==> src/design/dbsmlc_pkg.sv <==
`timescale 1ns / 1ps
package dbsmlc_pkg;

   // field widths
   localparam int SAMPLE_W = 12;
   localparam int SMOOTH_W = 20;
   localparam int OFFSET_W = 16;
   localparam int CODE_W   = 8;
   localparam int RATIO_W  = 17;
   localparam int MAG_W    = 20;
   localparam int MUL_A_W  = 21;
   localparam int MUL_B_W  = 17;
   localparam int PROD_W   = MUL_A_W + MUL_B_W;
   localparam int OSUM_W   = OFFSET_W + 2;

   // configuration port
   localparam int CSR_INDEX_W = 3;
   localparam int CSR_DATA_W  = 16;

   localparam logic [CSR_INDEX_W-1:0] CSR_SMOOTH_WEIGHT   = 3'd0;
   localparam logic [CSR_INDEX_W-1:0] CSR_BANK1_TARGET    = 3'd1;
   localparam logic [CSR_INDEX_W-1:0] CSR_BANK2_TARGET    = 3'd2;
   localparam logic [CSR_INDEX_W-1:0] CSR_CONTROL_GAIN    = 3'd3;
   localparam logic [CSR_INDEX_W-1:0] CSR_BOUNDARY_WIDTH  = 3'd4;
   localparam logic [CSR_INDEX_W-1:0] CSR_DAC_FLOOR       = 3'd5;
   localparam logic [CSR_INDEX_W-1:0] CSR_DAC_CEILING     = 3'd6;
   localparam logic [CSR_INDEX_W-1:0] CSR_DRIFT_THRESHOLD = 3'd7;

   // smoothed reading after reset: 0.5 V of a 3.3 V full scale, Q12.8 counts
   localparam logic [SMOOTH_W-1:0] SMOOTH_RESET = 20'd158836;

   // restoring divider yields one quotient bit per step
   localparam int DIV_STEPS = RATIO_W;
   localparam logic [RATIO_W-1:0] RATIO_ONE = 17'h10000;

   typedef struct packed {
      logic [SAMPLE_W-1:0] sample_bank1;
      logic [SAMPLE_W-1:0] sample_bank2;
   } req_word_type;

   typedef struct packed {
      logic [CODE_W-1:0] dac_code_bank1;
      logic [CODE_W-1:0] dac_code_bank2;
      logic              asym_drive;
      logic              asym_level;
      logic              limit_drive;
      logic              limit_level;
   } rsp_word_type;

   typedef struct packed {
      logic [15:0]         smooth_weight;
      logic [SAMPLE_W-1:0] bank1_target;
      logic [SAMPLE_W-1:0] bank2_target;
      logic [15:0]         control_gain;
      logic [SAMPLE_W-1:0] boundary_width;
      logic [CODE_W-1:0]   dac_floor;
      logic [CODE_W-1:0]   dac_ceiling;
      logic [15:0]         drift_threshold;
   } cfg_type;

   typedef enum logic [3:0] {
      OP_NONE,
      OP_LOAD,
      OP_SM_MUL,
      OP_SM_ADD,
      OP_ERR,
      OP_DIV_INIT,
      OP_DIV_STEP,
      OP_GAIN_MUL,
      OP_STEP,
      OP_CLAMP,
      OP_EMIT
   } dp_op_type;

   typedef struct packed {
      dp_op_type op;
      logic      bank;
   } dp_cmd_type;

   typedef struct packed {
      logic out_free;
      logic div_sat;
   } dp_status_type;

   typedef enum logic [3:0] {
      ST_IDLE,
      ST_SM_MUL,
      ST_SM_ADD,
      ST_ERR,
      ST_DIV_INIT,
      ST_DIV_STEP,
      ST_GAIN_MUL,
      ST_STEP,
      ST_CLAMP,
      ST_EMIT
   } ctrl_state_type;

endpackage

==> src/design/dbsmlc_ctrl.sv <==
`timescale 1ns / 1ps
module dbsmlc_ctrl (
   input  logic                    clock,
   input  logic                    reset,
   input  logic                    req_valid,
   output logic                    req_stall,
   input  dbsmlc_pkg::dp_status_type status,
   output dbsmlc_pkg::dp_cmd_type    cmd
);
   import dbsmlc_pkg::*;

   localparam int CNT_W = $clog2(DIV_STEPS);
   localparam logic [CNT_W-1:0] CNT_LAST = CNT_W'(DIV_STEPS - 1);

   ctrl_state_type   state_ff, state_in;
   logic             bank_ff, bank_in;
   logic [CNT_W-1:0] cnt_ff, cnt_in;

   // state register
   always_ff @(posedge clock) begin
      if (reset) begin
         state_ff <= ST_IDLE;
         bank_ff  <= 1'b0;
         cnt_ff   <= '0;
      end else begin
         state_ff <= state_in;
         bank_ff  <= bank_in;
         cnt_ff   <= cnt_in;
      end
   end

   // sequencing: two banks, each smooth, error, divide, gain, offset update
   always_comb begin
      state_in = state_ff;
      bank_in  = bank_ff;
      cnt_in   = cnt_ff;
      cmd.op   = OP_NONE;
      cmd.bank = bank_ff;
      case (state_ff)
         ST_IDLE: begin
            if (req_valid) begin
               cmd.op   = OP_LOAD;
               bank_in  = 1'b0;
               state_in = ST_SM_MUL;
            end
         end
         ST_SM_MUL: begin
            cmd.op   = OP_SM_MUL;
            state_in = ST_SM_ADD;
         end
         ST_SM_ADD: begin
            cmd.op   = OP_SM_ADD;
            state_in = ST_ERR;
         end
         ST_ERR: begin
            cmd.op   = OP_ERR;
            state_in = ST_DIV_INIT;
         end
         ST_DIV_INIT: begin
            cmd.op   = OP_DIV_INIT;
            cnt_in   = '0;
            state_in = ST_DIV_STEP;
         end
         ST_DIV_STEP: begin
            // a saturated ratio needs no quotient
            if (status.div_sat) begin
               state_in = ST_GAIN_MUL;
            end else begin
               cmd.op = OP_DIV_STEP;
               if (cnt_ff == CNT_LAST) begin
                  state_in = ST_GAIN_MUL;
               end else begin
                  cnt_in = cnt_ff + 1'b1;
               end
            end
         end
         ST_GAIN_MUL: begin
            cmd.op   = OP_GAIN_MUL;
            state_in = ST_STEP;
         end
         ST_STEP: begin
            cmd.op   = OP_STEP;
            state_in = ST_CLAMP;
         end
         ST_CLAMP: begin
            cmd.op = OP_CLAMP;
            if (bank_ff) begin
               state_in = ST_EMIT;
            end else begin
               bank_in  = 1'b1;
               state_in = ST_SM_MUL;
            end
         end
         ST_EMIT: begin
            if (status.out_free) begin
               cmd.op   = OP_EMIT;
               state_in = ST_IDLE;
            end
         end
         default: begin
            state_in = ST_IDLE;
         end
      endcase
   end

   assign req_stall = (state_ff != ST_IDLE);

   // an accepted word always starts with bank one smoothing
   a_accept_start: assert property (@(posedge clock) disable iff (reset)
      (req_valid && !req_stall) |=> (state_ff == ST_SM_MUL && !bank_ff))
      else $error("accepted word did not start bank one");

   // gain multiply only follows the divider
   a_gain_after_div: assert property (@(posedge clock) disable iff (reset)
      (state_ff == ST_GAIN_MUL) |-> ($past(state_ff) == ST_DIV_STEP))
      else $error("gain multiply entered without divide");

endmodule

==> src/design/dbsmlc_dp.sv <==
`timescale 1ns / 1ps
module dbsmlc_dp #(
   parameter logic [7:0] DAC_MID_CODE = 8'd128
) (
   input  logic                     clock,
   input  logic                     reset,
   input  dbsmlc_pkg::cfg_type      cfg,
   input  dbsmlc_pkg::dp_cmd_type   cmd,
   output dbsmlc_pkg::dp_status_type status,
   input  dbsmlc_pkg::req_word_type req_word,
   output logic                     rsp_valid,
   input  logic                     rsp_stall,
   output dbsmlc_pkg::rsp_word_type rsp_word
);
   import dbsmlc_pkg::*;

   localparam logic [OFFSET_W-1:0] OFFSET_RESET = {DAC_MID_CODE, 8'h00};

   // bank state and working registers
   logic [1:0][SAMPLE_W-1:0] sample_ff, sample_in;
   logic [1:0][SMOOTH_W-1:0] smooth_ff, smooth_in;
   logic [1:0][OFFSET_W-1:0] offset_ff, offset_in;
   logic signed [PROD_W-1:0] prod_ff, prod_in;
   logic [MAG_W-1:0]         mag_ff, mag_in;
   logic                     neg_ff, neg_in;
   logic                     sat_ff, sat_in;
   logic [SAMPLE_W-1:0]      rem_ff, rem_in;
   logic [RATIO_W-1:0]       quo_ff, quo_in;
   logic signed [OSUM_W-1:0] osum_ff, osum_in;
   logic                     rsp_valid_ff, rsp_valid_in;
   rsp_word_type             rsp_word_ff, rsp_word_in;

   // combinational helpers
   logic signed [MUL_A_W-1:0] mul_a;
   logic signed [MUL_B_W-1:0] mul_b;
   logic signed [PROD_W-1:0]  mul_p;
   logic signed [PROD_W-1:0]  acc;
   logic signed [MUL_A_W-1:0] err;
   logic [SAMPLE_W-1:0]       target;
   logic [SAMPLE_W-1:0]       bw_eff;
   logic [SAMPLE_W:0]         trial;
   logic [RATIO_W-1:0]        ratio;
   logic [31:0]               dsum;
   logic signed [OSUM_W-1:0]  off_ext;
   logic signed [OSUM_W-1:0]  d_ext;
   logic signed [OSUM_W-1:0]  lo_ext;
   logic signed [OSUM_W-1:0]  hi_ext;
   logic [OFFSET_W-1:0]       clamp_val;
   logic signed [OFFSET_W:0]  drift;
   logic [OFFSET_W-1:0]       adrift;
   logic [CODE_W-1:0]         code1;
   logic [CODE_W-1:0]         code2;
   logic                      asym;
   logic                      high;
   logic                      lim;
   logic                      out_free;

   assign out_free = !rsp_valid_ff || !rsp_stall;
   assign status.out_free = out_free;
   assign status.div_sat  = sat_ff;

   // zero width acts as one count
   assign bw_eff = (cfg.boundary_width == '0) ? SAMPLE_W'(1) : cfg.boundary_width;
   assign target = cmd.bank ? cfg.bank2_target : cfg.bank1_target;

   // shared multiplier: smoothing weight or gain times ratio
   assign ratio = sat_ff ? RATIO_ONE : ((quo_ff > RATIO_ONE) ? RATIO_ONE : quo_ff);
   always_comb begin
      if (cmd.op == OP_GAIN_MUL) begin
         mul_a = $signed({4'b0000, ratio});
         mul_b = $signed({1'b0, cfg.control_gain});
      end else begin
         mul_a = $signed({1'b0, sample_ff[cmd.bank], 8'h00})
               - $signed({1'b0, smooth_ff[cmd.bank]});
         mul_b = $signed({1'b0, cfg.smooth_weight});
      end
   end
   assign mul_p = mul_a * mul_b;

   // smoothed value: weighted difference plus old value, rounded
   assign acc = prod_ff + $signed({2'b00, smooth_ff[cmd.bank], 16'h8000});

   // error to target in Q12.8
   assign err = $signed({1'b0, target, 8'h00}) - $signed({1'b0, smooth_ff[cmd.bank]});

   // one restoring divide step
   assign trial = {rem_ff, quo_ff[RATIO_W-1]};

   // rounded step and raw offset update
   assign dsum    = prod_ff[31:0] + 32'h0000_8000;
   assign off_ext = $signed({2'b00, offset_ff[cmd.bank]});
   assign d_ext   = $signed({2'b00, dsum[31:16]});

   // clamp to floor first, then ceiling
   assign lo_ext = $signed({2'b00, cfg.dac_floor, 8'h00});
   assign hi_ext = $signed({2'b00, cfg.dac_ceiling, 8'h00});
   always_comb begin
      if (osum_ff < lo_ext) begin
         clamp_val = {cfg.dac_floor, 8'h00};
      end else if (osum_ff > hi_ext) begin
         clamp_val = {cfg.dac_ceiling, 8'h00};
      end else begin
         clamp_val = osum_ff[OFFSET_W-1:0];
      end
   end

   // output flags from both offsets
   assign code1  = offset_ff[0][OFFSET_W-1:8];
   assign code2  = offset_ff[1][OFFSET_W-1:8];
   assign drift  = $signed({1'b0, offset_ff[0]}) - $signed({1'b0, offset_ff[1]});
   assign adrift = drift[OFFSET_W] ? OFFSET_W'(-drift) : drift[OFFSET_W-1:0];
   assign asym   = adrift > cfg.drift_threshold;
   assign high   = (code1 >= cfg.dac_ceiling) || (code2 >= cfg.dac_ceiling);
   assign lim    = high || (code1 <= cfg.dac_floor) || (code2 <= cfg.dac_floor);

   // next values per command
   always_comb begin
      sample_in    = sample_ff;
      smooth_in    = smooth_ff;
      offset_in    = offset_ff;
      prod_in      = prod_ff;
      mag_in       = mag_ff;
      neg_in       = neg_ff;
      sat_in       = sat_ff;
      rem_in       = rem_ff;
      quo_in       = quo_ff;
      osum_in      = osum_ff;
      rsp_word_in  = rsp_word_ff;
      rsp_valid_in = rsp_valid_ff && rsp_stall;
      case (cmd.op)
         OP_LOAD: begin
            sample_in[0] = req_word.sample_bank1;
            sample_in[1] = req_word.sample_bank2;
         end
         OP_SM_MUL: begin
            prod_in = mul_p;
         end
         OP_SM_ADD: begin
            smooth_in[cmd.bank] = acc[35:16];
         end
         OP_ERR: begin
            neg_in = err[MUL_A_W-1];
            mag_in = err[MUL_A_W-1] ? MAG_W'(-err) : err[MAG_W-1:0];
         end
         OP_DIV_INIT: begin
            sat_in = ({1'b0, mag_ff[MAG_W-1:9]} >= bw_eff);
            rem_in = {1'b0, mag_ff[MAG_W-1:9]};
            quo_in = {mag_ff[8:0], 8'h00};
         end
         OP_DIV_STEP: begin
            if (trial >= {1'b0, bw_eff}) begin
               rem_in = SAMPLE_W'(trial - {1'b0, bw_eff});
               quo_in = {quo_ff[RATIO_W-2:0], 1'b1};
            end else begin
               rem_in = trial[SAMPLE_W-1:0];
               quo_in = {quo_ff[RATIO_W-2:0], 1'b0};
            end
         end
         OP_GAIN_MUL: begin
            prod_in = mul_p;
         end
         OP_STEP: begin
            osum_in = neg_ff ? (off_ext - d_ext) : (off_ext + d_ext);
         end
         OP_CLAMP: begin
            offset_in[cmd.bank] = clamp_val;
         end
         OP_EMIT: begin
            rsp_valid_in               = 1'b1;
            rsp_word_in.dac_code_bank1 = code1;
            rsp_word_in.dac_code_bank2 = code2;
            rsp_word_in.asym_drive     = asym;
            rsp_word_in.asym_level     = asym && !drift[OFFSET_W];
            rsp_word_in.limit_drive    = lim;
            rsp_word_in.limit_level    = lim && high;
         end
         default: begin
         end
      endcase
   end

   // model state and output valid
   always_ff @(posedge clock) begin
      if (reset) begin
         smooth_ff    <= {SMOOTH_RESET, SMOOTH_RESET};
         offset_ff    <= {OFFSET_RESET, OFFSET_RESET};
         rsp_valid_ff <= 1'b0;
      end else begin
         smooth_ff    <= smooth_in;
         offset_ff    <= offset_in;
         rsp_valid_ff <= rsp_valid_in;
      end
   end

   // working and payload registers
   always_ff @(posedge clock) begin
      sample_ff   <= sample_in;
      prod_ff     <= prod_in;
      mag_ff      <= mag_in;
      neg_ff      <= neg_in;
      sat_ff      <= sat_in;
      rem_ff      <= rem_in;
      quo_ff      <= quo_in;
      osum_ff     <= osum_in;
      rsp_word_ff <= rsp_word_in;
   end

   assign rsp_valid = rsp_valid_ff;
   assign rsp_word  = rsp_word_ff;

   // a result is only loaded into a free output register
   a_emit_free: assert property (@(posedge clock) disable iff (reset)
      (cmd.op == OP_EMIT) |-> out_free)
      else $error("result overwrote a pending word");

   // divider remainder stays below the divisor
   a_div_rem: assert property (@(posedge clock) disable iff (reset)
      (cmd.op == OP_DIV_STEP && !sat_ff) |-> (rem_ff < bw_eff))
      else $error("divider remainder out of range");

   // clamped offset lies between the bounds when they are ordered
   a_clamp_range: assert property (@(posedge clock) disable iff (reset)
      (cmd.op == OP_CLAMP && cfg.dac_floor <= cfg.dac_ceiling) |->
      (clamp_val >= {cfg.dac_floor, 8'h00} && clamp_val <= {cfg.dac_ceiling, 8'h00}))
      else $error("clamped offset outside dac bounds");

endmodule

==> src/design/dual_bank_sliding_mode_lambda_ctrl.sv <==
`timescale 1ns / 1ps
// Dual-bank sliding-mode lambda controller. Each request word carries one
// 12-bit oxygen-sensor sample per bank; the block smooths each bank, forms the
// boundary-layer ratio of its error from the bank target to the boundary
// width, scales it by the gain into a Q8.8 offset clamped to the DAC bounds,
// and returns one response word with both DAC codes and the asymmetry and
// limit lines. Words are processed one at a time by a controller stepping a
// datapath with one shared multiplier and a one-bit-per-cycle divider; a
// saturated ratio skips the 17-step divide, which is the dominant term in the
// time from acceptance to the response register. A new word is taken once
// the previous one has been loaded into the output register; the response
// waits there until taken. Registers must be written through the csr port
// only while no word is in flight; the block itself does not enforce this.
module dual_bank_sliding_mode_lambda_ctrl #(
   parameter logic [7:0] DAC_MID_CODE = 8'd128
) (
   input  logic                                     clock,
   input  logic                                     reset,
   input  logic                                     req_valid,
   output logic                                     req_stall,
   input  dbsmlc_pkg::req_word_type                 req_word,
   output logic                                     rsp_valid,
   input  logic                                     rsp_stall,
   output dbsmlc_pkg::rsp_word_type                 rsp_word,
   input  logic                                     csr_wr_en,
   input  logic [dbsmlc_pkg::CSR_INDEX_W-1:0]       csr_index,
   input  logic [dbsmlc_pkg::CSR_DATA_W-1:0]        csr_wdata
);
   import dbsmlc_pkg::*;

   cfg_type       cfg_ff, cfg_in;
   dp_cmd_type    cmd;
   dp_status_type status;

   // register writes, unknown indexes ignored
   always_comb begin
      cfg_in = cfg_ff;
      if (csr_wr_en) begin
         case (csr_index)
            CSR_SMOOTH_WEIGHT:   cfg_in.smooth_weight   = csr_wdata;
            CSR_BANK1_TARGET:    cfg_in.bank1_target    = csr_wdata[SAMPLE_W-1:0];
            CSR_BANK2_TARGET:    cfg_in.bank2_target    = csr_wdata[SAMPLE_W-1:0];
            CSR_CONTROL_GAIN:    cfg_in.control_gain    = csr_wdata;
            CSR_BOUNDARY_WIDTH:  cfg_in.boundary_width  = csr_wdata[SAMPLE_W-1:0];
            CSR_DAC_FLOOR:       cfg_in.dac_floor       = csr_wdata[CODE_W-1:0];
            CSR_DAC_CEILING:     cfg_in.dac_ceiling     = csr_wdata[CODE_W-1:0];
            CSR_DRIFT_THRESHOLD: cfg_in.drift_threshold = csr_wdata;
            default: begin
            end
         endcase
      end
   end

   always_ff @(posedge clock) begin
      if (reset) begin
         cfg_ff.smooth_weight   <= 16'd16384;
         cfg_ff.bank1_target    <= 12'd2048;
         cfg_ff.bank2_target    <= 12'd2048;
         cfg_ff.control_gain    <= 16'd256;
         cfg_ff.boundary_width  <= 12'd64;
         cfg_ff.dac_floor       <= 8'd0;
         cfg_ff.dac_ceiling     <= 8'd255;
         cfg_ff.drift_threshold <= 16'd5120;
      end else begin
         cfg_ff <= cfg_in;
      end
   end

   // sequencer
   dbsmlc_ctrl u_ctrl (
      .clock     (clock),
      .reset     (reset),
      .req_valid (req_valid),
      .req_stall (req_stall),
      .status    (status),
      .cmd       (cmd)
   );

   // arithmetic and state
   dbsmlc_dp #(
      .DAC_MID_CODE (DAC_MID_CODE)
   ) u_dp (
      .clock     (clock),
      .reset     (reset),
      .cfg       (cfg_ff),
      .cmd       (cmd),
      .status    (status),
      .req_word  (req_word),
      .rsp_valid (rsp_valid),
      .rsp_stall (rsp_stall),
      .rsp_word  (rsp_word)
   );

endmodule

==> config.mk <==
export PLATFORM = sky130hd
export DESIGN_NAME = dual_bank_sliding_mode_lambda_ctrl
export DESIGN_NICKNAME = d
export VERILOG_FILES = /design/src/design/dbsmlc_pkg.sv /design/src/design/dbsmlc_ctrl.sv /design/src/design/dbsmlc_dp.sv /design/src/design/dual_bank_sliding_mode_lambda_ctrl.sv
export SDC_FILE = /design/constraint.sdc
export NUM_CORES = 2
export LEC_CHECK = 0
export ABC_AREA = 1
export BUFFER_PORTS_ARGS = -buffer_cell sky130_fd_sc_hd__buf_2
export CORE_ASPECT_RATIO = 0.8
export CORE_UTILIZATION = 58
export CTS_BUF_LIST = sky130_fd_sc_hd__clkbuf_16
export DETAILED_ROUTE_END_ITERATION = 6
export GPL_TIMING_DRIVEN = 1
export PLACE_DENSITY = 0.78
export SYNTH_ARGS = -nofsm -noshare
export SYNTH_HDL_FRONTEND = slang
export SYNTH_SLANG_ARGS = --single-unit
==> constraint.sdc <==
create_clock -name clock -period 7.95 [get_ports clock]
set_input_delay 0.3975 -clock clock [delete_from_list [all_inputs] [get_ports clock]]
set_output_delay 0.3975 -clock clock [all_outputs]
set_load 0.005 [all_outputs]
==> metrics.yaml <==
status: "complete, no violations"
clk_pin_slew_worst_paths_ns: 0.07
clock_path_buffers: 3
cp-start-kind: "flop"
hp-start: "req_word[0]"
worstReg2RegStart: "u_ctrl.bank_ff"
gp_congestion: 1.04
holdPathStages: 1
cts_tree: "built"
rrSetupSlack_ns: 0.17
postRouteWirelength_mm: 98.4
synth_edf_count: 134
dpl.cell_count: 5092
async_flop_share: 0
stdcell_area_um2: 36600
vias: 29295
synth_cell_types: 69
ys.flop_type: "dfxtp_1"
required_ns: 8.29
hold_violations: 0
dp_hpwl_mm: 79.2
wl_per_cell_um: 18.9
ys_ff_latch: 317
grt_pass1_wl_mm: 152
reg2regPathDepth: 37
power_per_cell_area_nw_per_um2: 218
worst_r2r_endpoint: "u_dp.prod_ff[33]"
numCtsBuffers: 29
grt_pass1_vias: 27012
worst_pin_slew_ns: 1.28
fin_crit_sh: 0.979
crit_path_end_kind: "flop"
antenna_found_initial: 0
cts_root_buffer: "clkbuf_16"
maxSlewHeadroom: 0.144
drt-pass1-iter-count: 6
min_to: "u_dp.sample_ff[12]"
drc: 0
grt_max_degree: 89
ys_top_cells_by_area: "fa_1 20%, edfxtp_1 12%, dfxtp_1 11%"
drt-initial-drc-count: 3138
cp_max_fo: 14
syn_nets: 4908
final_cells: 5199
worst_path_most_repeated_cell: "fa_1"
crit_slowest_cell: "fa_1"
synth_top_cell_by_area: "fa_1"
grt_usage: 0.340
peakVddDrop_uv: 174
cts_max_level: 1
p_leak_nw: 18.0
worstSetupPathType: "reg -> reg"
setup_violations: 0
grt_overflow_total: 0
worstSkewPairLatency_ns: 0.60
placed_area_um2: 34700
cts_sinks: 317
die_w_um: 268
die_h_um: 215
crit_arrival_ns: 8.12
drt.antenna.violating_nets: 0
synth_commonest_cells: "854 x nand2_1, 792 x inv_1, 412 x nor2_1"
core_um2: 55700
ios: 70
yosysWarnings: 0
slew_viol_final: 0
layout.nets: 5068
viasPerCell: 5.63
yosysSeqAreaShare: 0.233
min_period_ns: 7.78
syn_inst: 4264
maxCapViolCount: 0
initial_core_util: 0.591
clock.fmax_ghz: 0.128
die_area_um2: 57700
synthToLayoutAreaGrowth_pct: 11.3
num_rows: 77
synth.most_common_cell: "nand2_1"
worst_path_largest_cell_delay_ns: 0.55
skew_ns: 0.0238
synth.avg_cell_area_um2: 7.72
min_path_type: "in -> reg"
synth_top_area_frac: 0.198
io_buffers: 69
syn_area_um2: 32900
layout-drive-gt1-share: 0.104
final cells by class:
class / instances / area, µm²
Clock buffer: 31 / 776
Multi-Input combinational cell: 3020 / 22100
Inverter: 805 / 3050
Antenna cell: 2 / 5.00
Sequential cell: 317 / 7690
Clock inverter: 23 / 183
Fill cell: 4802 / 19000
Tap cell: 750 / 938
Timing Repair Buffer: 251 / 1860
metrics by stage:
stage	hold WS (ns)	utilization	worst slack, ns	power, mW	setup TNS [ns]
global placement	0.436	0.624	-0.329	6.02	-0.717
floorplan	0.425	-	0.116	4.78	0
global route	0.0134	0.658	-0.109	8.53	-0.393
detailed placement	0.443	0.624	-0.297	6.06	-0.550
CTS	0.0237	0.646	0.0211	7.55	0
finish	0.0354	0.658	0.166	7.98	0
worst max-delay path, delay by kind of cell, from the launching register on:
family | cells | cell delay (ns)
xor+xnor | 1 | 0.06
buf+inv | 10 | 1.06
fa+ha+maj | 8 | 3.69
compound gates | 4 | 0.51
simple gates | 14 | 1.81
flops | 1 | 0.39
state kept, by name, indices dropped and copies added, names as in the netlist:
name / flops
u_dp.offset_ff: 16
u_dp.quo_ff: 17
u_dp.smooth_ff: 40
u_ctrl.cnt_ff: 5
u_dp.code1: 8
cfg_ff: 100
u_ctrl.bank_ff: 1
u_dp.mag_ff: 20
u_dp.prod_ff: 21
u_dp.sample_ff: 24
u_dp.neg_ff: 1
u_dp.rsp_valid: 1
u_ctrl.state_ff: 4
u_dp.rsp_word: 20
u_dp.code2: 8
u_dp.osum_ff: 18
u_dp.rem_ff: 12
u_dp.sat_ff: 1
cell families (layout without fill, tap and decap cells):
| family | after synthesis | after routing | synth area share |
|---|---|---|---|
| other | 0 | 2 | 0 |
| XOR/XNOR | 119 | 119 | 0.0325 |
| adder cells (fa/ha/maj) | 596 | 596 | 0.301 |
| buffers and inverters | 928 | 1110 | 0.108 |
| AO/OA/AOI/OAI | 723 | 724 | 0.123 |
| multiplexers | 2 | 2 | 0.000608 |
| AND/OR/NAND/NOR | 1579 | 1579 | 0.202 |
| flip-flops | 317 | 317 | 0.233 |
worst max-delay path by stage:
stage	start	end	slack, ns	depth (start not counted)
global placement	u_ctrl.bank_ff	u_dp.prod_ff[29]	-0.33	31
finish	u_ctrl.bank_ff	u_dp.prod_ff[33]	0.17	37
floorplan	u_ctrl.bank_ff	u_dp.prod_ff[33]	0.12	32
detailed placement	u_ctrl.bank_ff	u_dp.prod_ff[29]	-0.30	34
CTS	u_ctrl.bank_ff	u_dp.prod_ff[33]	0.02	31
global route	u_ctrl.bank_ff	u_dp.prod_ff[33]	-0.11	35
placed cells by master (no fill, tap or decap), types with 69 or more instances in the layout:
master	instances
a21oi_1	272
buf_2	69
buf_4	153
dfxtp_1	182
edfxtp_1	134
fa_1	325
ha_1	255
inv_1	790
nand2_1	847
nand3_1	118
nor2_1	396
o21ai_0	274
xor2_1	80
power by group:
part	leakage, nW	internal, mW	total (mW)	switching [mW]
clock	0.485	0.775	1.44	0.668
combinational	14.8	1.68	4.50	2.82
sequential	2.75	1.91	2.04	0.134
total	18.0	4.36	7.98	3.62
metal layers:
layer  routed length (µm)  GRT usage
met5                    0          0
met4                 2340     0.0735
met3                13500      0.119
met2                38900      0.458
met1                43700      0.518
timing repair:
action / in CTS / in global routing
hold buffers: 20 / 0
setup buffers: 1 / 28
hold endpoints to repair: 20 / 0
resized for setup: 13 / 103
pin swaps: 0 / 26
endpoints found under the setup margin: 7 / 19
gates cloned: 0 / 2
No activity file was read; power rests on OpenSTA's default activity.
